File: config.mk
export PLATFORM = sky130hd
export DESIGN_NAME = text_frame_record_parser_core
export DESIGN_NICKNAME = d
export VERILOG_FILES = /design/src/hdl/tfrp_pkg.sv /design/src/hdl/tfrp_step.sv /design/src/hdl/text_frame_record_parser_core.sv
export SDC_FILE = /design/constraint.sdc
export NUM_CORES = 1
export LEC_CHECK = 0
export ABC_AREA = 1
export BUFFER_PORTS_ARGS = -buffer_cell sky130_fd_sc_hd__buf_2
export CAP_MARGIN = 20
export CORE_MARGIN = 3
export CORE_UTILIZATION = 45
export CTS_CLUSTER_SIZE = 8
export DETAILED_ROUTE_END_ITERATION = 16
export GPL_ROUTABILITY_DRIVEN = 0
export GPL_TIMING_DRIVEN = 0
export HOLD_SLACK_MARGIN = 0.05
export PLACE_DENSITY_LB_ADDON = 0.25
export REMOVE_ABC_BUFFERS = 1
export SLEW_MARGIN = 0
export SYNTH_ARGS = -nofsm -noshare
export SYNTH_HDL_FRONTEND = slang
export SYNTH_HIERARCHICAL = 1
export SYNTH_SLANG_ARGS = --single-unit
File: constraint.sdc
create_clock -name clk_i -period 6.85 [get_ports clk_i]
set_clock_uncertainty 0.15 [all_clocks]
set_input_delay 2.055 -clock clk_i [delete_from_list [all_inputs] [get_ports clk_i]]
set_output_delay 2.055 -clock clk_i [all_outputs]
set_load 0.05 [all_outputs]
File: src/hdl/tfrp_pkg.sv
// Shared types, event and mode codes and byte helpers for the text frame
// record parser. No dependencies.
`timescale 1ns / 1ps
`default_nettype none

package tfrp_pkg;

  localparam int unsigned NameCapacityDefault  = 9;
  localparam int unsigned ValueCapacityDefault = 33;

  // parse modes
  localparam logic [2:0] ModeIdle  = 3'd0;
  localparam logic [2:0] ModeBegin = 3'd1;
  localparam logic [2:0] ModeName  = 3'd2;
  localparam logic [2:0] ModeValue = 3'd3;
  localparam logic [2:0] ModeCheck = 3'd4;

  // event kinds
  localparam logic [2:0] EvNone  = 3'd0;
  localparam logic [2:0] EvName  = 3'd1;
  localparam logic [2:0] EvValue = 3'd2;
  localparam logic [2:0] EvDone  = 3'd3;
  localparam logic [2:0] EvDrop  = 3'd4;
  localparam logic [2:0] EvGood  = 3'd5;
  localparam logic [2:0] EvBad   = 3'd6;

  localparam logic [7:0] ChColon = 8'h3a;
  localparam logic [7:0] ChLf    = 8'h0a;
  localparam logic [7:0] ChTab   = 8'h09;
  localparam logic [7:0] ChCr    = 8'h0d;
  localparam logic [3:0] TagLen  = 4'd8;

  typedef struct packed {
    logic [2:0] mode;
    logic [7:0] sum;
    logic [3:0] name_len;
    logic [5:0] val_len;
    logic       name_chk;
  } tfrp_state_t;

  function automatic logic [7:0] upcase(input logic [7:0] b);
    if (b >= 8'h61 && b <= 8'h7a) begin
      return b - 8'd32;
    end
    return b;
  endfunction

  // "CHECKSUM"
  function automatic logic [7:0] check_tag(input logic [2:0] idx);
    logic [7:0] c;
    case (idx)
      3'd0:    c = 8'h43;
      3'd1:    c = 8'h48;
      3'd2:    c = 8'h45;
      3'd3:    c = 8'h43;
      3'd4:    c = 8'h4b;
      3'd5:    c = 8'h53;
      3'd6:    c = 8'h55;
      default: c = 8'h4d;
    endcase
    return c;
  endfunction

endpackage

`default_nettype wire

File: src/hdl/tfrp_step.sv
// Next-state and event logic for one received byte.
// Depends on tfrp_pkg.
`timescale 1ns / 1ps
`default_nettype none

module tfrp_step
  import tfrp_pkg::*;
#(
  parameter int unsigned NameCapacity  = NameCapacityDefault,
  parameter int unsigned ValueCapacity = ValueCapacityDefault
) (
  input  tfrp_state_t state_i,
  input  logic [7:0]  rx_byte_i,
  output tfrp_state_t state_o,
  output logic [2:0]  kind_o,
  output logic [7:0]  byte_o
);

  localparam logic [3:0] NameCap  = 4'(NameCapacity);
  localparam logic [5:0] ValueCap = 6'(ValueCapacity);
  localparam bit TagFits = (NameCapacity > 8);

  logic [7:0] b;
  logic       tag_hit;

  assign b       = upcase(rx_byte_i);
  assign tag_hit = (b == check_tag(state_i.name_len[2:0]));

  always_comb begin
    state_o     = state_i;
    kind_o      = EvNone;
    byte_o      = 8'd0;
    state_o.sum = state_i.sum + rx_byte_i;

    if (rx_byte_i == ChColon && state_i.mode != ModeCheck) begin
      // abort: colon is not summed
      state_o.sum  = state_i.sum;
      state_o.mode = ModeIdle;
    end else begin
      unique case (state_i.mode)
        ModeBegin: begin
          state_o.name_len = 4'd1;
          state_o.name_chk = (b == check_tag(3'd0));
          state_o.mode     = ModeName;
          kind_o           = EvName;
          byte_o           = b;
        end
        ModeName: begin
          if (b == ChTab) begin
            if (state_i.name_chk && state_i.name_len == TagLen && TagFits) begin
              state_o.mode = ModeCheck;
            end else begin
              state_o.val_len = 6'd0;
              state_o.mode    = ModeValue;
            end
          end else if (state_i.name_len < NameCap) begin
            state_o.name_chk = (state_i.name_len < TagLen) ? (state_i.name_chk && tag_hit)
                                                           : 1'b0;
            state_o.name_len = state_i.name_len + 4'd1;
            kind_o           = EvName;
            byte_o           = b;
          end
        end
        ModeValue: begin
          if (b == ChLf) begin
            kind_o       = (state_i.val_len < ValueCap) ? EvDone : EvDrop;
            state_o.mode = ModeBegin;
          end else if (b != ChCr && state_i.val_len < ValueCap) begin
            state_o.val_len = state_i.val_len + 6'd1;
            kind_o          = EvValue;
            byte_o          = b;
          end
        end
        ModeCheck: begin
          kind_o       = (state_o.sum == 8'd0) ? EvGood : EvBad;
          state_o.sum  = 8'd0;
          state_o.mode = ModeIdle;
        end
        default: begin
          // idle and unused codes
          state_o.mode = (b == ChLf) ? ModeBegin : ModeIdle;
        end
      endcase
    end
  end

endmodule

`default_nettype wire

File: src/hdl/text_frame_record_parser_core.sv
// Top level of the text frame record parser: input register, parse step,
// event register. Depends on tfrp_pkg and tfrp_step.
//
// Usage:
//   Input channel in_valid_i / in_ready_o carries one received byte per beat
//   on rx_byte_i. Output channel out_valid_o / out_ready_i carries exactly one
//   event per input beat on event_kind_o / event_byte_o, in arrival order.
//   An event is presented from the event register: its byte lands in the
//   input register when it is accepted, and the parse step result lands in
//   the event register when that register advances.
//   Throughput: one byte per cycle while the receiver takes every event, as
//   the parse step makes each byte's mode update to the parser state.
//   When the receiver stalls, the event register holds and the input
//   register still takes one more byte; further bytes wait until the event
//   is taken. in_ready_o stays high whenever no event is pending.
//   Reset (rst_ni low, asynchronous) empties both registers and returns the
//   parser to idle with a zero checksum; the first record starts after the
//   next newline.
`timescale 1ns / 1ps
`default_nettype none

module text_frame_record_parser_core
  import tfrp_pkg::*;
#(
  parameter int unsigned NameCapacity  = NameCapacityDefault,
  parameter int unsigned ValueCapacity = ValueCapacityDefault
) (
  input  logic       clk_i,
  input  logic       rst_ni,
  input  logic       in_valid_i,
  output logic       in_ready_o,
  input  logic [7:0] rx_byte_i,
  output logic       out_valid_o,
  input  logic       out_ready_i,
  output logic [2:0] event_kind_o,
  output logic [7:0] event_byte_o
);

  logic        in_valid_q;
  logic [7:0]  in_byte_q;
  logic        out_valid_q;
  logic [2:0]  kind_q;
  logic [7:0]  byte_q;
  tfrp_state_t state_q, state_d;
  logic [2:0]  kind_d;
  logic [7:0]  byte_d;
  logic        advance;

  assign advance    = !out_valid_q || out_ready_i;
  assign in_ready_o = !in_valid_q || advance;

  tfrp_step #(
    .NameCapacity (NameCapacity),
    .ValueCapacity(ValueCapacity)
  ) u_step (
    .state_i  (state_q),
    .rx_byte_i(in_byte_q),
    .state_o  (state_d),
    .kind_o   (kind_d),
    .byte_o   (byte_d)
  );

  always_ff @(posedge clk_i or negedge rst_ni) begin
    if (!rst_ni) begin
      in_valid_q  <= 1'b0;
      out_valid_q <= 1'b0;
      state_q     <= '{mode: ModeIdle, sum: 8'd0, name_len: 4'd0, val_len: 6'd0,
                       name_chk: 1'b0};
    end else begin
      if (in_ready_o) begin
        in_valid_q <= in_valid_i;
      end
      if (advance) begin
        out_valid_q <= in_valid_q;
        if (in_valid_q) begin
          state_q <= state_d;
        end
      end
    end
  end

  always_ff @(posedge clk_i) begin
    if (in_ready_o && in_valid_i) begin
      in_byte_q <= rx_byte_i;
    end
    if (advance && in_valid_q) begin
      kind_q <= kind_d;
      byte_q <= byte_d;
    end
  end

  assign out_valid_o  = out_valid_q;
  assign event_kind_o = kind_q;
  assign event_byte_o = byte_q;

endmodule

`default_nettype wire

# ---- Word-level counts from Yosys, hierarchy flattened
# Cells that the tools add are included.
dict set report op_classes {
  n_addsub 4
  multipliers 0
  n_div 0
  order_cmp 5
  eq_ne 26
  shifts 0
  muxes 35
  n_bitwise 1
  n_reduce_logical 20
}
# cell n
set ops {}
lappend ops {{$mux W8} 7}
lappend ops {{$pmux W5 S6} 1}
lappend ops {{$mux W6} 4}
lappend ops {{$pmux W3 S4} 2}
lappend ops {{$pmux W8 S3} 1}
lappend ops {{$mux W3} 6}
lappend ops {{$eq A8 B4 Y1 const B} 2}
lappend ops {{$eq A3 B2 Y1 const B} 4}
lappend ops {{$eq A3 B3 Y1 const B} 4}
lappend ops {{$pmux W6 S2} 1}
lappend ops {{$mux W11} 1}
lappend ops {{$add A8 B8 Y8} 1}
lappend ops {{$eq A8 B6 Y1 const B} 1}
lappend ops {{$eq A8 B7 Y1} 1}
lappend ops {{$eq A8 B7 Y1 const B} 1}
lappend ops {{$ge A8 B7 Y1 const B} 1}
lappend ops {{$le A8 B7 Y1 const B} 1}
lappend ops {{$logic_not A8 Y1} 1}
lappend ops {{$lt A4 B4 Y1 const B} 2}
lappend ops {{$mux W4} 2}
lappend ops {{$ne A8 B4 Y1 const B} 1}
lappend ops {{$pmux W4 S2} 1}
lappend ops {{$reduce_and A8 Y1} 1}
lappend ops {{$sub A8 B6 Y8 const B} 1}
lappend ops {{22 further kinds} 43}
dict set report word_totals {
  regBits 43
  latchBits 0
  ramBits 0
  rom_bits 0
  input_bits 12
  out_inout_bits 13
  elab_cells 101
  memories 0
}

# ---- Longest topological paths before layout
dict set report logic_depth {
  word_depth 10
  depth_mapped 19
}

# ---- Cells and area by module
# Netlist, hierarchy kept.
# mod instances cells_per_inst area_per_inst_um2 seq_area_each_um2
set modules_own_cells {}
lappend modules_own_cells {tfrp_step 1 312 1611.5 0.0}
lappend modules_own_cells {text_frame_record_parser_core 1 124 1521.5 1171.1}

# ---- Worst setup path before layout
# No wires, ideal clock.
dict set report synth_timing {
  path_kind {in2out}
  from {input out_ready_i}
  to {output in_ready_o}
  t_arrival_ps 2533
  setup_slack_ps 2112
  stages 2
  n_path_buf 0
  path_cell_list {inv_1 nand3_1}
}
dict set report synth_between {
  elab_chain_len 2
}
# element line_no
set synth_lines {}
lappend synth_lines {{from (decl)} text_frame_record_parser_core.sv:34} ;# input logic out_ready_i,
lappend synth_lines {{$logic_or A1 B1 Y1} text_frame_record_parser_core.sv:49} ;# assign advance = !out_valid_q || out_ready_i;
lappend synth_lines {{$logic_or A1 B1 Y1} text_frame_record_parser_core.sv:50} ;# assign in_ready_o = !in_valid_q || advance;
lappend synth_lines {{to (decl)} text_frame_record_parser_core.sv:31} ;# output logic in_ready_o,
# No other way between the ends.

# ---- Final worst setup path
# Same ends and word-level chain as after synthesis.

==> flow_summary.toml <==
[clocking]
path_clk_slew_ns = 0.08
post_cts_buffers = 0
root_buffer = "clkbuf_8"
post_cts_resized = 0
cts.path.max_buffers = 2
cts.sinks = 43
cts_tree = "done"
clock_latency_ns = 0.30
cts-htree-levels = 2
cts_hold_buf = 0
cts_made_buffers = 5

[routing]
first_pass_iters = 6
wire_per_inst_um = 14.0
ant_nets = 0
wirelength_um = 7540
drtIter0Drc = 254
avgViaCountPerCell = 5.47
drc = 0
vias = 2940

[critical_path]
r2r_slack_ns = 3.52
rr_startpoint = "in_byte_q[2]$_DFFE_PP_"
crit_chain = "buf_2 > inv_1 > nand3_1 > buf_2"
path_class = "in2out"
worstPathRequired_ns = 4.64
cpMostUsedCell = "buf_2"
cpPeakStageDelay_ns = 0.27
crit_arrival_ns = 2.59
cp-endpoint = "in_ready_o"
crit_fanout = 3
critPathLaunchType = "input pin"
startpoint = "out_ready_i"
worstRegToRegCells = 16
timing.rr.end = "state_q[2]$_DFFE_PN0P_"
cp-end-kind = "primary output"
slowest_stage = "buf_2"

[floorplan]
die-width_um = 89.4
start_util_pct = 48.0
die_h_um = 89.4
fp.dieArea_um2 = 8000
coreArea_um2 = 6530
ioPinCount = 25
rows = 29

[layout]
nets = 488
final_cell_mix = "nand2_1 (146), nand3_1 (55), inv_1 (50), nor2_1 (32)"
fill_cells = 651
drive_above_1_share_pct = 11.1
insertedDiodeCount = 0
final_area_um2 = 3410
final_common_cell = "nand2_1"
syn_to_final_growth_pct = 8.71

[power]
p_leak_nw = 1.73
switching_power_w = 0.000425
p_clk_share_pct = 18.4
fin_total_pwr_w = 0.000992
p_int_w = 0.000566
comb_power_share_pct = 43.9
p_seq_share_pct = 37.7
ir_worst_vdd_mv = 0.226
powerDensity_nw_per_um2 = 291
p_sw_share_pct = 42.9

[timing]
setup_viol = 0
final.period_utilization_pct = 70.0
period_needed_ns = 4.80
rsz0062_at_grt = "no"
maxSlewHeadroom_pct = 43.8
final.setup.tns_ns = 0
fmax_mhz = 209
max_slew.worst_pin.slew_ns = 0.839
slew_viol_final = 0
hold_viol = 0

[synth]
synthXorXnorAreaFrac_pct = 2.80
synth_top_family_by_area = "simple AND/OR/NAND/NOR gates"
avgSynthCellArea_um2 = 7.19
synth_seq_cells = 43
synth.area.mux_share_pct = 0
synth_cells = 436
synth-simple-area-share_pct = 36.2
synth_area_um2 = 3130
synth_fa_ha_area_share_pct = 7.03
yosysUniqueCellTypes = 34
synth_compound_area_share_pct = 8.63
synth-seq-area-share_pct = 37.4
yosys_warnings = 6

[global_route]
antenna_found_initial = 0
gr-total-overflow = 0
track_usage_pct = 20.7
grt_pass1_vias = 2872
grt_max_degree = 25
grt_pass1_wl_um = 13000

[worst_hold_path]
holdCritPathClass = "reg2reg"
whs_path_depth = 2

[status]
status = "complete, no violations"

[run]
drv_cap = 0

[place]
numPortBuffers = 24
dp.final_hpwl_um = 5480
dpl_cell_area_um2 = 3300
-- routing by layer --
metal	part of all wire [%]	track usage, %	up-vias
met1	47	27.7	1355
met2	45	33.6	96
li1	-	-	1470
met5	0	0	-
met4	2.1	8.12	0
met3	5.3	3.13	19
-- logic make-up (layout without fill, tap and decap cells) --
family	count (synthesis)	in the layout
AOI/OAI and AO/OA	44	44
xor gates and xnor gates	10	10
adders and majority gates	17	17
buffers and inverters	62	86
and+or+nand+nor	260	260
DFF	43	43
-- registers in the layout, summed over array words and instances (netlist names) --
name          flops
in_valid_q        1
state_q          22
out_valid_o       1
event_kind_o      3
in_byte_q         8
event_byte_o      8
-- cell usage after synthesis (all sizes together) --
cell type	number	area, um2
o211ai	4	30.0
buf	7	42.5
nand4	11	87.6
a21oi	14	85.1
inv	54	203
o31ai	1	7.51
a22oi	1	7.51
fa	1	20.0
o21ai	19	95.1
o21a	1	7.51
nor3	5	25.0
ha	16	200
o22ai	1	6.26
a31oi	2	12.5
nand2	151	579
edfxtp	19	571
nand3	55	275
xnor2	5	43.8
o21bai	1	18.8
nor4	1	6.26
clkbuf	1	3.75
dfrtp	24	601
nor2	36	155
and2	1	6.26
xor2	5	43.8
-- how the worst min path moves through the flow --
stage	startpoint	endpoint	slack, ns
floorplan	state_q[0]$_DFFE_PN0P_	state_q[0]$_DFFE_PN0P_	0.31
global placement	state_q[16]$_DFFE_PN0P_	state_q[16]$_DFFE_PN0P_	0.34
detailed placement	state_q[16]$_DFFE_PN0P_	state_q[16]$_DFFE_PN0P_	0.35
CTS	state_q[16]$_DFFE_PN0P_	state_q[16]$_DFFE_PN0P_	0.37
global route	state_q[16]$_DFFE_PN0P_	state_q[16]$_DFFE_PN0P_	0.41
finish	state_q[16]$_DFFE_PN0P_	state_q[16]$_DFFE_PN0P_	0.37
-- power groups by stage --
stage	clock [W]	combinational [W]	sequential (W)
after floorplan	0	0.000312	0.000394
after global placement	0	0.000419	0.000377
after detailed placement	0	0.000430	0.000378
after CTS	0.000186	0.000432	0.000374
after global routing	0.000198	0.000503	0.000381
final	0.000183	0.000435	0.000374
-- worst max-delay path, delay by kind of cell --
| family | cells | cell delay (ns) |
|---|---|---|
| buffers and inverters | 3 | 0.44 |
| AND/OR/NAND/NOR | 1 | 0.10 |
-- per-stage QoR --
stage	hold slack [ns]	utilization (%)	cells	setup WS (ns)
after floorplan	0.314	-	428	2.11
after global placement	0.344	50.6	529	2.06
after detailed placement	0.352	50.6	529	2.06
after CTS	0.373	52.1	537	2.05
after global routing	0.408	52.1	537	2.02
final	0.373	52.1	537	2.05
-- cell type report --
| class | count | area, um2 | share of cell area [%] |
|---|---|---|---|
| Multi-Input combinational cell | 331 | 1710 | 50.3 |
| Sequential cell | 43 | 1170 | 34.4 |
| Inverter | 54 | 203 | 5.95 |
| Timing Repair Buffer | 24 | 120 | 3.53 |
| Clock buffer | 7 | 96.3 | 2.83 |
| Tap cell | 77 | 96.3 | 2.83 |
| Clock inverter | 1 | 6.26 | 0.184 |
Note: power is estimated with default switching activity, not from simulation.
